<file path="src/sv/vn_pkg.sv">
// vn_pkg: shared widths, word structs and lane types for the vector normalize block
// no dependencies; imported by every module of the block
package vn_pkg;

    // component and output formats
    localparam int CW     = 32;          // component width, Q16.16
    localparam int FB     = 30;          // output fraction bits
    localparam int UW     = FB + 2;      // output unit width, Q1.FB
    localparam int SQ_W   = 2 * CW;      // one square
    localparam int SUM_W  = 2 * CW + 2;  // sum of three squares
    localparam int ROOT_W = SUM_W / 2;   // root bits from the radicand
    localparam int REM_W  = ROOT_W + 2;  // root remainder width
    localparam int DIV_STEPS = FB + 1;   // quotient bits per lane
    localparam int LANES  = 3;

    // input word
    typedef struct packed {
        logic signed [CW-1:0] vec_x;
        logic signed [CW-1:0] vec_y;
        logic signed [CW-1:0] vec_z;
    } vec_word_t;

    // result word
    typedef struct packed {
        logic signed [UW-1:0] unit_x;
        logic signed [UW-1:0] unit_y;
        logic signed [UW-1:0] unit_z;
        logic [CW-1:0]        length;
        logic                 was_zero;
    } out_word_t;

    // magnitudes and signs carried alongside the root
    typedef struct packed {
        logic [LANES-1:0][CW-1:0] mag;
        logic [LANES-1:0]         neg;
    } mag_tag_t;

    // what one divider lane hands to the merge stage
    typedef struct packed {
        logic [FB:0]   quot;
        logic          neg;
        logic [CW-1:0] den;
    } lane_res_t;

endpackage

</file>
<file path="src/sv/vn_merge.sv">
// vn_merge: combines the three lanes, applies signs and the zero guard,
// holds the result word in an output register with a skid stage; depends on vn_pkg
module vn_merge (
    input  logic                               clk,
    input  logic                               rst_n,
    input  logic [vn_pkg::CW-1:0]              min_norm,
    input  logic                               lane_valid,
    input  vn_pkg::lane_res_t [vn_pkg::LANES-1:0] lane_res,
    output logic                               en,
    output logic                               out_valid,
    input  logic                               out_ready,
    output vn_pkg::out_word_t                  out_word
);
    import vn_pkg::*;

    logic              zero;
    logic [LANES-1:0][UW-1:0] unit;
    out_word_t         res;
    logic              take;
    logic              out_valid_reg;
    logic              skid_valid_reg;
    out_word_t         out_reg;
    out_word_t         skid_reg;
    logic              load_out;

    // zero guard and sign restore
    assign zero = (lane_res[0].den <= min_norm);

    always_comb
    begin
        for (int k = 0; k < LANES; k++)
        begin
            if (zero)
                unit[k] = '0;
            else if (lane_res[k].neg)
                unit[k] = UW'(0) - {1'b0, lane_res[k].quot};
            else
                unit[k] = {1'b0, lane_res[k].quot};
        end
    end

    assign res.unit_x   = unit[0];
    assign res.unit_y   = unit[1];
    assign res.unit_z   = unit[2];
    assign res.length   = lane_res[0].den;
    assign res.was_zero = zero;

    // pipeline moves while the skid stage is empty
    assign en       = !skid_valid_reg;
    assign take     = lane_valid && en;
    assign load_out = out_ready || !out_valid_reg;

    always_ff @(posedge clk or negedge rst_n)
    begin
        if (!rst_n)
        begin
            out_valid_reg  <= 1'b0;
            skid_valid_reg <= 1'b0;
        end
        else if (load_out)
        begin
            out_valid_reg  <= skid_valid_reg || take;
            skid_valid_reg <= 1'b0;
        end
        else if (take)
        begin
            skid_valid_reg <= 1'b1;
        end
    end

    always_ff @(posedge clk)
    begin
        if (load_out)
        begin
            out_reg <= skid_valid_reg ? skid_reg : res;
        end
        else if (take)
        begin
            skid_reg <= res;
        end
    end

    assign out_valid = out_valid_reg;
    assign out_word  = out_reg;

endmodule

</file>
<file path="config.mk">
export PLATFORM = sky130hd
export DESIGN_NAME = vn_merge
export DESIGN_NICKNAME = d
export VERILOG_FILES = /design/src/sv/vn_pkg.sv /design/src/sv/vn_merge.sv
export SDC_FILE = /design/constraint.sdc
export NUM_CORES = 1
export LEC_CHECK = 0
export ABC_AREA = 1
export BUFFER_PORTS_ARGS = -buffer_cell sky130_fd_sc_hd__buf_4
export CORE_ASPECT_RATIO = 2
export CORE_UTILIZATION = 54
export DETAILED_ROUTE_END_ITERATION = 10
export PLACE_DENSITY = 0.8
export SLEW_MARGIN = 40
export SYNTH_ARGS = -nofsm -noshare
export SYNTH_HDL_FRONTEND = slang
export SYNTH_SLANG_ARGS = --single-unit
</file>
<file path="constraint.sdc">
create_clock -name clk -period 11.7 [get_ports clk]
set_input_delay 0 -clock clk [delete_from_list [all_inputs] [get_ports clk]]
set_output_delay 0 -clock clk [all_outputs]
set_load 0.05 [all_outputs]
</file>
# Word-level counts from Yosys, hierarchy flattened

Cells that the tools add are included.

Register bits after elaboration: 260
Bits of input ports: 228
Output and inout bits: 131
Word-level logic and storage cells: 33

Add/sub/neg operators: 3
$lt $le $gt $ge: 1
Mux-type cells: 9
Bitwise logic cells: 1
Reductions and logical operators: 7

Operators by type and width:

| cell                                              | count |
|---|---|
| two-way mux 32 bit                                | 6 |
| two-way mux 129 bit                               | 1 |
| subtractor 1 x 31 -> 32 bit, first input constant | 3 |
| <= comparator 32 bit                              | 1 |
| logical NOT 1 bit                                 | 2 |
| logical OR 1 bit                                  | 2 |
| two-way mux 1 bit                                 | 2 |
| AND reduction 2 bit                               | 1 |
| nonzero test 2 bit                                | 1 |
| logical AND 1 bit                                 | 1 |
| NOT 1 bit                                         | 1 |

# Logic depth before layout (Yosys ltp)

Depth in word-level cells: 4
Gate-level depth with buffers: 17
Depth with buffers taken out: 16

# Worst setup path after synthesis

Ideal clock, no wire load.

Kind: reg2reg
From: reg out_valid_reg, in the netlist out_valid
To: reg skid_reg[0] (netlist name) (enable)
Setup time: 618 ps
Arrival time: 9445 ps
Required time: 11082 ps
Slack: 1636 ps
Stages on the path, launching flop included: 3
Buffers on the path: 0
Clock period less this slack: 10064 ps
Path through: dfrtp_1 -> nand2_1 -> nor2_1

Word-level cells in the longest chain between the ends: 4

RTL lines:

| element                       | line           | text |
|---|---|---|
| start, declared               | vn_merge.sv:20 | `logic out_valid_reg;` |
| start signal, assigned        | vn_merge.sv:62 | `out_valid_reg <= skid_valid_reg \|\| take;` |
| logical NOT 1 bit             | vn_merge.sv:51 | `assign load_out = out_ready \|\| !out_valid_reg;` |
| logical OR 1 bit              | vn_merge.sv:51 |  |
| NOT 1 bit (no line)           | --             |  |
| AND reduction 2 bit (no line) | --             |  |
| end signal, assigned          | vn_merge.sv:79 | `skid_reg <= res;` |
| end, declared                 | vn_merge.sv:23 | `out_word_t skid_reg;` |

Every way passes these cells.
A chain may end at the register's enable or synchronous reset.

==> impl_metrics.tcl <==
set metrics [dict create \
    status "completed" \
    fillCellCount 1928 \
    die_h_um 232.8 \
    grt_remaining_overflow 0 \
    met1_usage_pct 29.87 \
    dp.cells 2268 \
    core_um2 26280 \
    place_area_um2 16800 \
    worstMarginPinSlew_ns 0.7522 \
    worstHoldEndpoint "out_word[91]" \
    drt_wl_total_um 41220 \
    max_freq_mhz 305.6 \
    setup_ws_ns 8.428 \
    cellPowerDensity_nw_per_um2 141.2 \
    numClockSinks 260 \
    grt_use_met3_pct 4.706 \
    pwr-share-seq_pct 44.0 \
    htree_levels 1 \
    relSlewSlack_pct 49.85 \
    multi_input_area_um2 5559 \
    max-vdd-ir-drop_mv 0.1131 \
    most-common-layout-cells "nand2_1, buf_4, edfxtp_1" \
    cts_tree "yes" \
    die_area_um2 27330 \
    vias 13102 \
    cap_violations 0 \
    slew_viol_final 0 \
    leakage_nw 8.737 \
    numCtsBuffers 23 \
    hold_class "in -> reg" \
    layout-drive-gt1-share_pct 16.85 \
    synth_edf_count 258 \
    crit_arrival_ns 3.50 \
    fp.dieW_um 117.4 \
    rows 84 \
    fin_cells 2423 \
    syn2layout_area_growth_pct 30.19 \
    netlist_area_um2 14380 \
    yosys_register_bits 260 \
    gr-usage-all-layers_pct 30.02 \
    drtIter0Drc 848 \
    synth_cells 1693 \
    layout.nets 2324 \
    drc_errors 0 \
    cp-start-kind "input pin" \
    pwr-share-comb_pct 25.0 \
    ys.warnings.count 0 \
    cts.clk_slew.worst_paths_ns 0.07 \
    crit_required_ns 11.93 \
    final_common_cell "nand2_1" \
    timing.rr.end "skid_reg[80]" \
    gp_congestion 0.9451 \
    ant_nets 0 \
    antenna_found_initial 2 \
    via_per_inst 5.407 \
    skew_ns 0.01122 \
    finalSetupViolCount 0 \
    port_buffers 294 \
    ys_seq_area_share_pct 54.21 \
    grt_pass1_vias 12847 \
    worstHoldStart "lane_res[123]" \
    dp.final_hpwl_um 27380 \
    clkPwrFrac_pct 31.0 \
    yosysUniqueCellTypes 32 \
    hold_viol_final 0 \
    place_ws_ns 8.589 \
    grt_max_degree 95 \
    clock-root-buffer "clkbuf_16" \
    whs_path_depth 5 \
    avgRoutedWirePerCell_um 17.01 \
    syn_nets 1956 \
    path_class "in -> reg" \
    cp-end-kind "flip-flop" \
    clk_path_buf_depth 3 \
    rsz0062_at_grt "false" \
    first_pass_iters 5 \
    crit_fanout 87 \
    grt_pass1_wl_um 64310 \
    whs_ns 0.01742 \
    ios 359 \
    post_cts_buffers 0 \
    internal_power_mw 1.813 \
    ff2ff_path_depth 5 \
    cts_resized 0 \
    r2r_start "skid_valid_reg" \
    finalCriticalPeriod_ns 3.272 \
    regArea_um2 7801 \
    synth_flop_cell "edfxtp_1" \
    async_flop_share_pct 0.7692 \
    start_util_pct 54.74 \
    worstSkewPairLatency_ns 0.53 \
    switching_power_uw 831.0 \
    syn_area_per_cell_um2 8.496 \
    period_share_pct 27.97 \
    switching_share_pct 31.43 \
    use_met2_pct 56.90 \
    r2r_slack_ns 8.65 \
    top_usage_layer "met2" \
    design_area_um2 18730 \
    fin_tns_setup_ns 0 \
]
what timing repair did:
action | CTS | global route
hold endpoints to repair | 195 | 0
setup endpoints to repair | 0 | 0
hold buffers | 112 | 0
stage by stage:
step                power [mW]  util (%)
floorplan                1.595         -
global placement         1.789     63.78
detailed placement       1.805     63.96
CTS                      2.648     71.24
global route             2.734     71.27
finish                   2.644     71.27
worst max-delay path by stage:
stage	start	endpoint	slack, ns	depth (start not counted)
after floorplan	out_valid	skid_reg[0]	1.64	2
after global placement	skid_valid_reg	skid_reg[88]	8.31	4
after detailed placement	lane_res[31]	skid_reg[35]	8.59	10
after CTS	lane_res[31]	skid_reg[35]	8.58	11
after global routing	lane_res[31]	skid_reg[50]	8.37	11
final	lane_res[31]	skid_reg[44]	8.43	11
cell usage after synthesis, drive strengths merged, types with 32 or more instances:
library cell | number | area share (%)
nand2 | 564 | 15
o21ai | 40 | 1.4
nand4 | 114 | 5.0
a21oi | 41 | 1.4
buf | 32 | 1.5
inv | 188 | 4.9
ha | 35 | 3.0
edfxtp | 258 | 54
xor2 | 39 | 2.4
nand3 | 42 | 1.5
nor2 | 256 | 6.7
clkbuf | 40 | 1.0
critical path: stages:
cell and delay, ns:
dlygate4sd3_1 0.53, buf_4 0.15, ha_1 0.30, nand2_1 0.08, nor2_2 0.15, nand2_1 0.15, nor4_4 0.34, nand4_4 0.62
nand2_2 0.33, buf_6 0.56, nor2_1 0.16
power groups by stage:
stage	combinational [mW]	clock, mW	sequential (mW)
2_1_floorplan	0.214	0	1.38
3_5_place_dp	0.623	0	1.18
5_1_grt	0.708	0.857	1.17
3_3_place_gp	0.610	0	1.18
6_report	0.662	0.819	1.16
4_1_cts	0.657	0.828	1.16
cells by family (layout without fill, tap and decap cells):
logic type / Yosys count / after routing / synth area share, %
AND/OR/NAND/NOR: 1004 / 1004 / 29.35
flip-flops: 260 / 260 / 54.21
buffers and inverters: 260 / 644 / 7.402
AO/OA/AOI/OAI: 90 / 90 / 3.314
XOR/XNOR: 44 / 44 / 2.679
adder cells (fa/ha/maj): 35 / 35 / 3.045
other: 0 / 2 / 0
final cells by class:
| type | instances | share of cell area, % |
|---|---|---|
| Timing Repair Buffer | 415 | 18.32 |
| Sequential cell | 260 | 41.66 |
| Clock inverter | 15 | 1.096 |
| Tap cell | 344 | 2.298 |
| Inverter | 188 | 3.782 |
| Antenna cell | 2 | 0.02673 |
| Multi-Input combinational cell | 1173 | 29.69 |
| Clock buffer | 26 | 3.134 |
layer usage:
layer,up-vias,share of wire (%)
li1,6305,-
met1,6019,33
met2,603,54
met3,175,6.2
met4,0,6.6
met5,-,0
Power figures use the tool's default switching activity.
