**src/sv/vn_pkg.sv**
```systemverilog
// vn_pkg: shared widths, word structs and lane types for the vector normalize block
// no dependencies; imported by every module of the block
package vn_pkg;

    // component and output formats
    localparam int CW     = 32;          // component width, Q16.16
    localparam int FB     = 30;          // output fraction bits
    localparam int UW     = FB + 2;      // output unit width, Q1.FB
    localparam int SQ_W   = 2 * CW;      // one square
    localparam int SUM_W  = 2 * CW + 2;  // sum of three squares
    localparam int ROOT_W = SUM_W / 2;   // root bits from the radicand
    localparam int REM_W  = ROOT_W + 2;  // root remainder width
    localparam int DIV_STEPS = FB + 1;   // quotient bits per lane
    localparam int LANES  = 3;

    // input word
    typedef struct packed {
        logic signed [CW-1:0] vec_x;
        logic signed [CW-1:0] vec_y;
        logic signed [CW-1:0] vec_z;
    } vec_word_t;

    // result word
    typedef struct packed {
        logic signed [UW-1:0] unit_x;
        logic signed [UW-1:0] unit_y;
        logic signed [UW-1:0] unit_z;
        logic [CW-1:0]        length;
        logic                 was_zero;
    } out_word_t;

    // magnitudes and signs carried alongside the root
    typedef struct packed {
        logic [LANES-1:0][CW-1:0] mag;
        logic [LANES-1:0]         neg;
    } mag_tag_t;

    // what one divider lane hands to the merge stage
    typedef struct packed {
        logic [FB:0]   quot;
        logic          neg;
        logic [CW-1:0] den;
    } lane_res_t;

endpackage

```
**src/sv/vn_div_lane.sv**
```systemverilog
// vn_div_lane: pipelined restoring divider, |c| * 2^FB / norm, one quotient bit per stage
// depends on vn_pkg
module vn_div_lane (
    input  logic                  clk,
    input  logic                  rst_n,
    input  logic                  en,
    input  logic                  in_valid,
    input  logic [vn_pkg::CW-1:0] in_mag,
    input  logic                  in_neg,
    input  logic [vn_pkg::CW-1:0] in_den,
    output logic                  out_valid,
    output vn_pkg::lane_res_t     out_res
);
    import vn_pkg::*;

    logic [CW:0]   rem_reg [DIV_STEPS];
    logic [FB:0]   q_reg   [DIV_STEPS];
    logic [CW-1:0] den_reg [DIV_STEPS];
    logic [DIV_STEPS-1:0] neg_reg;
    logic [DIV_STEPS-1:0] vld_reg;

    for (genvar s = 0; s < DIV_STEPS; s++) begin : g_stage
        logic [CW:0]   rem_in;
        logic          feed;
        logic [FB:0]   q_in;
        logic [CW-1:0] den_in;
        logic          neg_in;
        logic          vld_in;
        logic [CW:0]   rem_sh;
        logic          ge;

        // upper numerator bits are |c| >> 1, already below the norm
        if (s == 0) begin : g_first
            assign rem_in = {2'b00, in_mag[CW-1:1]};
            assign feed   = in_mag[0];
            assign q_in   = '0;
            assign den_in = in_den;
            assign neg_in = in_neg;
            assign vld_in = in_valid;
        end
        else begin : g_next
            assign rem_in = rem_reg[s-1];
            assign feed   = 1'b0;
            assign q_in   = q_reg[s-1];
            assign den_in = den_reg[s-1];
            assign neg_in = neg_reg[s-1];
            assign vld_in = vld_reg[s-1];
        end

        // shift in one numerator bit and subtract when it fits
        assign rem_sh = {rem_in[CW-1:0], feed};
        assign ge     = (rem_sh >= {1'b0, den_in});

        always_ff @(posedge clk or negedge rst_n)
        begin
            if (!rst_n)
            begin
                vld_reg[s] <= 1'b0;
            end
            else if (en)
            begin
                vld_reg[s] <= vld_in;
            end
        end

        always_ff @(posedge clk)
        begin
            if (en)
            begin
                rem_reg[s] <= ge ? (rem_sh - {1'b0, den_in}) : rem_sh;
                q_reg[s]   <= {q_in[FB-1:0], ge};
                den_reg[s] <= den_in;
                neg_reg[s] <= neg_in;
            end
        end
    end

    assign out_valid    = vld_reg[DIV_STEPS-1];
    assign out_res.quot = q_reg[DIV_STEPS-1];
    assign out_res.neg  = neg_reg[DIV_STEPS-1];
    assign out_res.den  = den_reg[DIV_STEPS-1];

endmodule

```
**config.mk**
```make
export PLATFORM = sky130hd
export DESIGN_NAME = vn_div_lane
export DESIGN_NICKNAME = d
export VERILOG_FILES = /design/src/sv/vn_pkg.sv /design/src/sv/vn_div_lane.sv
export SDC_FILE = /design/constraint.sdc
export NUM_CORES = 2
export LEC_CHECK = 0
export BUFFER_PORTS_ARGS = -buffer_cell sky130_fd_sc_hd__buf_2
export CORE_MARGIN = 2
export CORE_UTILIZATION = 55
export CTS_CLUSTER_SIZE = 24
export DETAILED_ROUTE_END_ITERATION = 6
export GPL_TIMING_DRIVEN = 0
export PLACE_DENSITY = 0.69
export SYNTH_ARGS = -nofsm -noshare
export SYNTH_HDL_FRONTEND = slang
export SYNTH_SLANG_ARGS = --single-unit
```
**constraint.sdc**
```tcl
create_clock -name clk -period 6.28 [get_ports clk]
set_input_delay 0.628 -clock clk [delete_from_list [all_inputs] [get_ports clk]]
set_output_delay 0.628 -clock clk [all_outputs]
set_load 0.01 [all_outputs]
```
Word-level counts from Yosys, hierarchy flattened
Memories as Yosys holds them, arrays and structs flattened.
Index checks and enable logic that the tools add are counted.
{"block": "classes", "add_sub_neg": 31, "magnitude_cmp": 31, "muxes": 33}
{"operator": "two-way mux 33 bit", "count": 31}
{"operator": ">= comparator 33 x 32 -> 1 bit", "count": 30}
{"operator": "subtractor 33 x 32 -> 33 bit", "count": 30}
{"operator": "subtractor 32 x 32 -> 33 bit", "count": 1}
{"operator": ">= comparator 32 bit", "count": 1}
{"operator": "two-way mux 1 bit", "count": 2}
{"block": "totals", "reg_bits": 62, "ram_bits": 2976, "input_bits": 69, "output_inout_bits": 65, "wordCells": 160, "memories": 3}
{"memory": "rem_reg", "words": 31, "word_bits": 33, "read_ports": 30, "rd_ports_with_merged_regs": 0, "wr": 31, "line_no": "vn_div_lane.sv:16", "text": "logic [CW:0] rem_reg [DIV_STEPS];"}
{"memory": "den_reg", "words": 31, "word_bits": 32, "read_ports": 31, "rd_ports_with_merged_regs": 0, "wr": 31, "line_no": "vn_div_lane.sv:18", "text": "logic [CW-1:0] den_reg [DIV_STEPS];"}
{"memory": "q_reg", "words": 31, "word_bits": 31, "read_ports": 31, "rd_ports_with_merged_regs": 0, "wr": 31, "line_no": "vn_div_lane.sv:17", "text": "logic [FB:0] q_reg [DIV_STEPS];"}

Depth between registers and ports, before layout
An unclocked memory read counts as a cell.
{"block": "logic_depth", "word_depth": 3, "ltp_mapped": 16, "depth_no_buf": 14}

Worst setup path before layout
No wires, ideal clock.
{"block": "synth_path", "path_kind": "register to register", "from": "memory den_reg[14][1]", "to": "memory rem_reg[0][521] (netlist bit), data pin", "setup_time_ps": 260, "t_arrival_ps": 3324, "t_required_ps": 6020, "path_slack_ps": 2696, "stages_incl_launch_ff": 15, "path_buffers": 1, "synth_period_minus_slack_ps": 3584, "path_cell_list": "edfxtp_1 inv_1 ha_1 nor2b_1 o31a_1 o31ai_1 a21oi_1 a2111o_1 a31o_2 nor2b_1 nor2b_2 o41ai_1 a21boi_2 buf_2 mux2_2"}
{"item": "start, declared", "line_no": "vn_div_lane.sv:18"}
{"item": "end, declared", "line_no": "vn_div_lane.sv:16"}

Final worst setup path
{"block": "layout_path", "from": "input port en", "to": "register vld_reg[16], in the netlist g_stage[17].vld_in"}
{"item": "start, declared", "line_no": "vn_div_lane.sv:6", "text": "input logic en,"}
{"item": "end signal, assigned by index", "line_no": "vn_div_lane.sv:62", "text": "vld_reg[s] <= vld_in;"}
{"item": "end, declared", "line_no": "vn_div_lane.sv:20", "text": "logic [DIV_STEPS-1:0] vld_reg;"}
No word-level cell between the ends.

==> impl_metrics.json <==
{
  "power_density_nw_per_um2": 538,
  "top_usage_layer": "met2",
  "grt_pass1_wl_um": 523000,
  "finalMaxSlewViolations": 0,
  "ant_nets": 0,
  "ys_seq_area_share_pct": 54.6,
  "clock_tree.root_cell": "clkbuf_16",
  "port_buffers": 133,
  "numCtsBuffers": 288,
  "rsz0062_at_grt": "false",
  "clk_latency_ns": 0.93,
  "maxCapViolCount": 0,
  "syn_to_final_growth_pct": 10.7,
  "drt_wl_total_um": 340000,
  "fillers": 19931,
  "grtUsageTotal_pct": 26.3,
  "status": "finished, final reports clean",
  "yosys.area.top_type": "edfxtp_1",
  "max_freq_mhz": 185,
  "finalCriticalPeriod_ns": 5.40,
  "gr-usage-met1_pct": 38.7,
  "crit_fanout": 183,
  "worst_slack_ns": 0.877,
  "critPathCaptureType": "flop",
  "die-area_um2": 255000,
  "path_class": "in -> reg",
  "drive_above_1_share_pct": 9.41,
  "use_met2_pct": 40.3,
  "postCtsSetupBuffers": 0,
  "grt_pass1_vias": 89556,
  "synth_top_cells_by_count": "2,479 x edfxtp_1, 1,255 x inv_1, 991 x ha_1",
  "detail_route.iter0.violations": 8707,
  "die_x_um": 505,
  "synth.top_cell.area_share_pct": 54.0,
  "grtUsageMet3_pct": 3.57,
  "dp_hpwl_um": 257000,
  "synth_edf_count": 2479,
  "yosysMostFrequentCell": "edfxtp_1",
  "design_area_um2": 153000,
  "largest_reg_flops": 992,
  "clk_pin_slew_ns": 0.06,
  "ys_top_cells_by_area": "edfxtp_1 54%, ha_1 9.0%, mux2_2 3.7%, a21oi_1 3.6%, inv_1 3.4%",
  "cts_resized": 0,
  "grt_antenna_before_repair": 7,
  "route.detailed.drc": 0,
  "routedWlPerCell_um": 21.4,
  "yosys_register_bits": 2510,
  "cp.required_ns": 7.11,
  "worst_slew_margin_rel_pct": 14.6,
  "drt-vias-per-instance": 5.81,
  "cp.arrival_ns": 6.23,
  "clockBufferDepth": 4,
  "dr_total_vias": 92253,
  "fp-row-count": 183,
  "async_reset_ff_share_pct": 1.24,
  "synthesis.instances": 11843,
  "startpoint_type": "input port",
  "clock-skew-final_ns": 0.0677,
  "nNetsFinal": 13419,
  "pin_count": 134,
  "synth.distinct_cells": 105,
  "dp_slack_ns": -0.295,
  "hold_viol_final": 0,
  "ir_worst_vdd_v": 0.000352,
  "htree_levels": 5,
  "syn-cell-area_um2": 138000,
  "grt_max_degree": 190,
  "place_area_um2": 143000,
  "first_pass_iters": 6,
  "synth_flop_cell": "edfxtp_1",
  "cts.sink_count": 2510,
  "grt_overflow_total": 0,
  "coreArea_um2": 249000,
  "synth.avg_cell_area_um2": 11.6,
  "place.gp.congestion": 0.943,
  "fin_crit_sh_pct": 86.0,
  "start_util_pct": 55.4,
  "yosys_warnings": 0,
  "cts_tree": "done",
  "setup_viol": 0,
  "synthesis.nets": 12933,
  "die_y_um": 505,
  "hold_path.class": "in -> reg",
  "tightest_slew_ns": 1.28,
  "p_leak_nw": 62.7,
  "hold_buffers": 49
}
[report_power, final]
group	switching, W	internal (W)	leakage, nW
Sequential	0.00314	0.0249	24.6
Clock	0.00658	0.00956	4.38
Combinational	0.0217	0.0163	33.7
Total	0.0314	0.0507	62.7
[cells in the final DEF, fill, tap and decap left out, types with 36 or more instances in the layout]
cell and instances:
nor2b_1 160, inv_1 1255, o21bai_1 108, and2_1 53, and3_1 77, and4_1 36
ha_1 991, o21ai_0 605, a211oi_1 69, o21a_1 140, clkbuf_16 292, nor4_1 41
xnor2_1 492, a21oi_1 984, nor3_1 125, nand2b_1 143, buf_2 162, clkinv_2 43
a21o_1 507, nand3_1 200, nand4_1 133, nor2_1 721, mux2_2 456, clkinv_1 51
nand2_1 676, dlygate4sd3_1 49, clkbuf_1 221, o31ai_1 62, edfxtp_1 2479, xor2_1 318
a31oi_1 83
[area by class of cell]
cell class / instances / area, um^2 / area share, %
repair buffers: 196 / 1560 / 1.02
multi-input cells: 7834 / 56900 / 37.3
diodes: 2 / 5.00 / 0.00328
flip-flops and latches: 2510 / 75200 / 49.3
well taps: 3330 / 4170 / 2.73
inverters: 1255 / 4710 / 3.09
plain buffers: 244 / 1040 / 0.684
clock inverters: 172 / 1630 / 1.06
clock buffers: 328 / 7450 / 4.88
[per-stage QoR]
step	TNS, ns	power (W)	instances	utilization (%)	hold slack [ns]
finish	0	0.0821	15871	61.3	0.0757
global route	0	0.0875	15870	61.3	0.0167
CTS	0	0.0823	15869	61.3	0.0000879
detailed placement	-7.89	0.0655	15320	57.5	0.405
global placement	-	0.0664	15306	57.3	0.400
floorplan	0	0.0547	11843	-	0.332
[logic make-up after synthesis]
group | share of synthesized area [%]
compound gates | 13.7
flops | 54.6
simple gates | 8.67
buf+inv | 4.17
fa+ha+maj | 9.43
xor+xnor | 5.15
mux | 4.29
[worst max-delay path: stages]
cell	delay, ns
buf_12	0.49
buf_16	0.65
buf_16	0.61
buf_16	0.51
buf_16	0.58
buf_16	0.59
buf_16	0.47
buf_1	0.49
mux2_2	0.41
[final timing paths]
check	from	endpoint	slack, ns	cells after the start
max	en	g_stage[17].vld_in	0.88	9
min	in_mag[20]	rem_reg[0][20]	0.08	2
max reg2reg	den_reg[0][1]	rem_reg[0][55]	1.25	14
min reg2reg	q_reg[4][79]	q_reg[4][111]	0.37	0
max in group asynchronous	rst_n	g_stage[4].vld_in	5.59	2
min in group asynchronous	rst_n	g_stage[27].vld_in	0.24	2
[layer usage]
layer	vias up	part of all wire (%)
met5	-	0.0038
met4	2	3.4
met1	44550	47
met2	2703	44
li1	44418	-
met3	580	5.7
(Power assumes the default switching activity.)
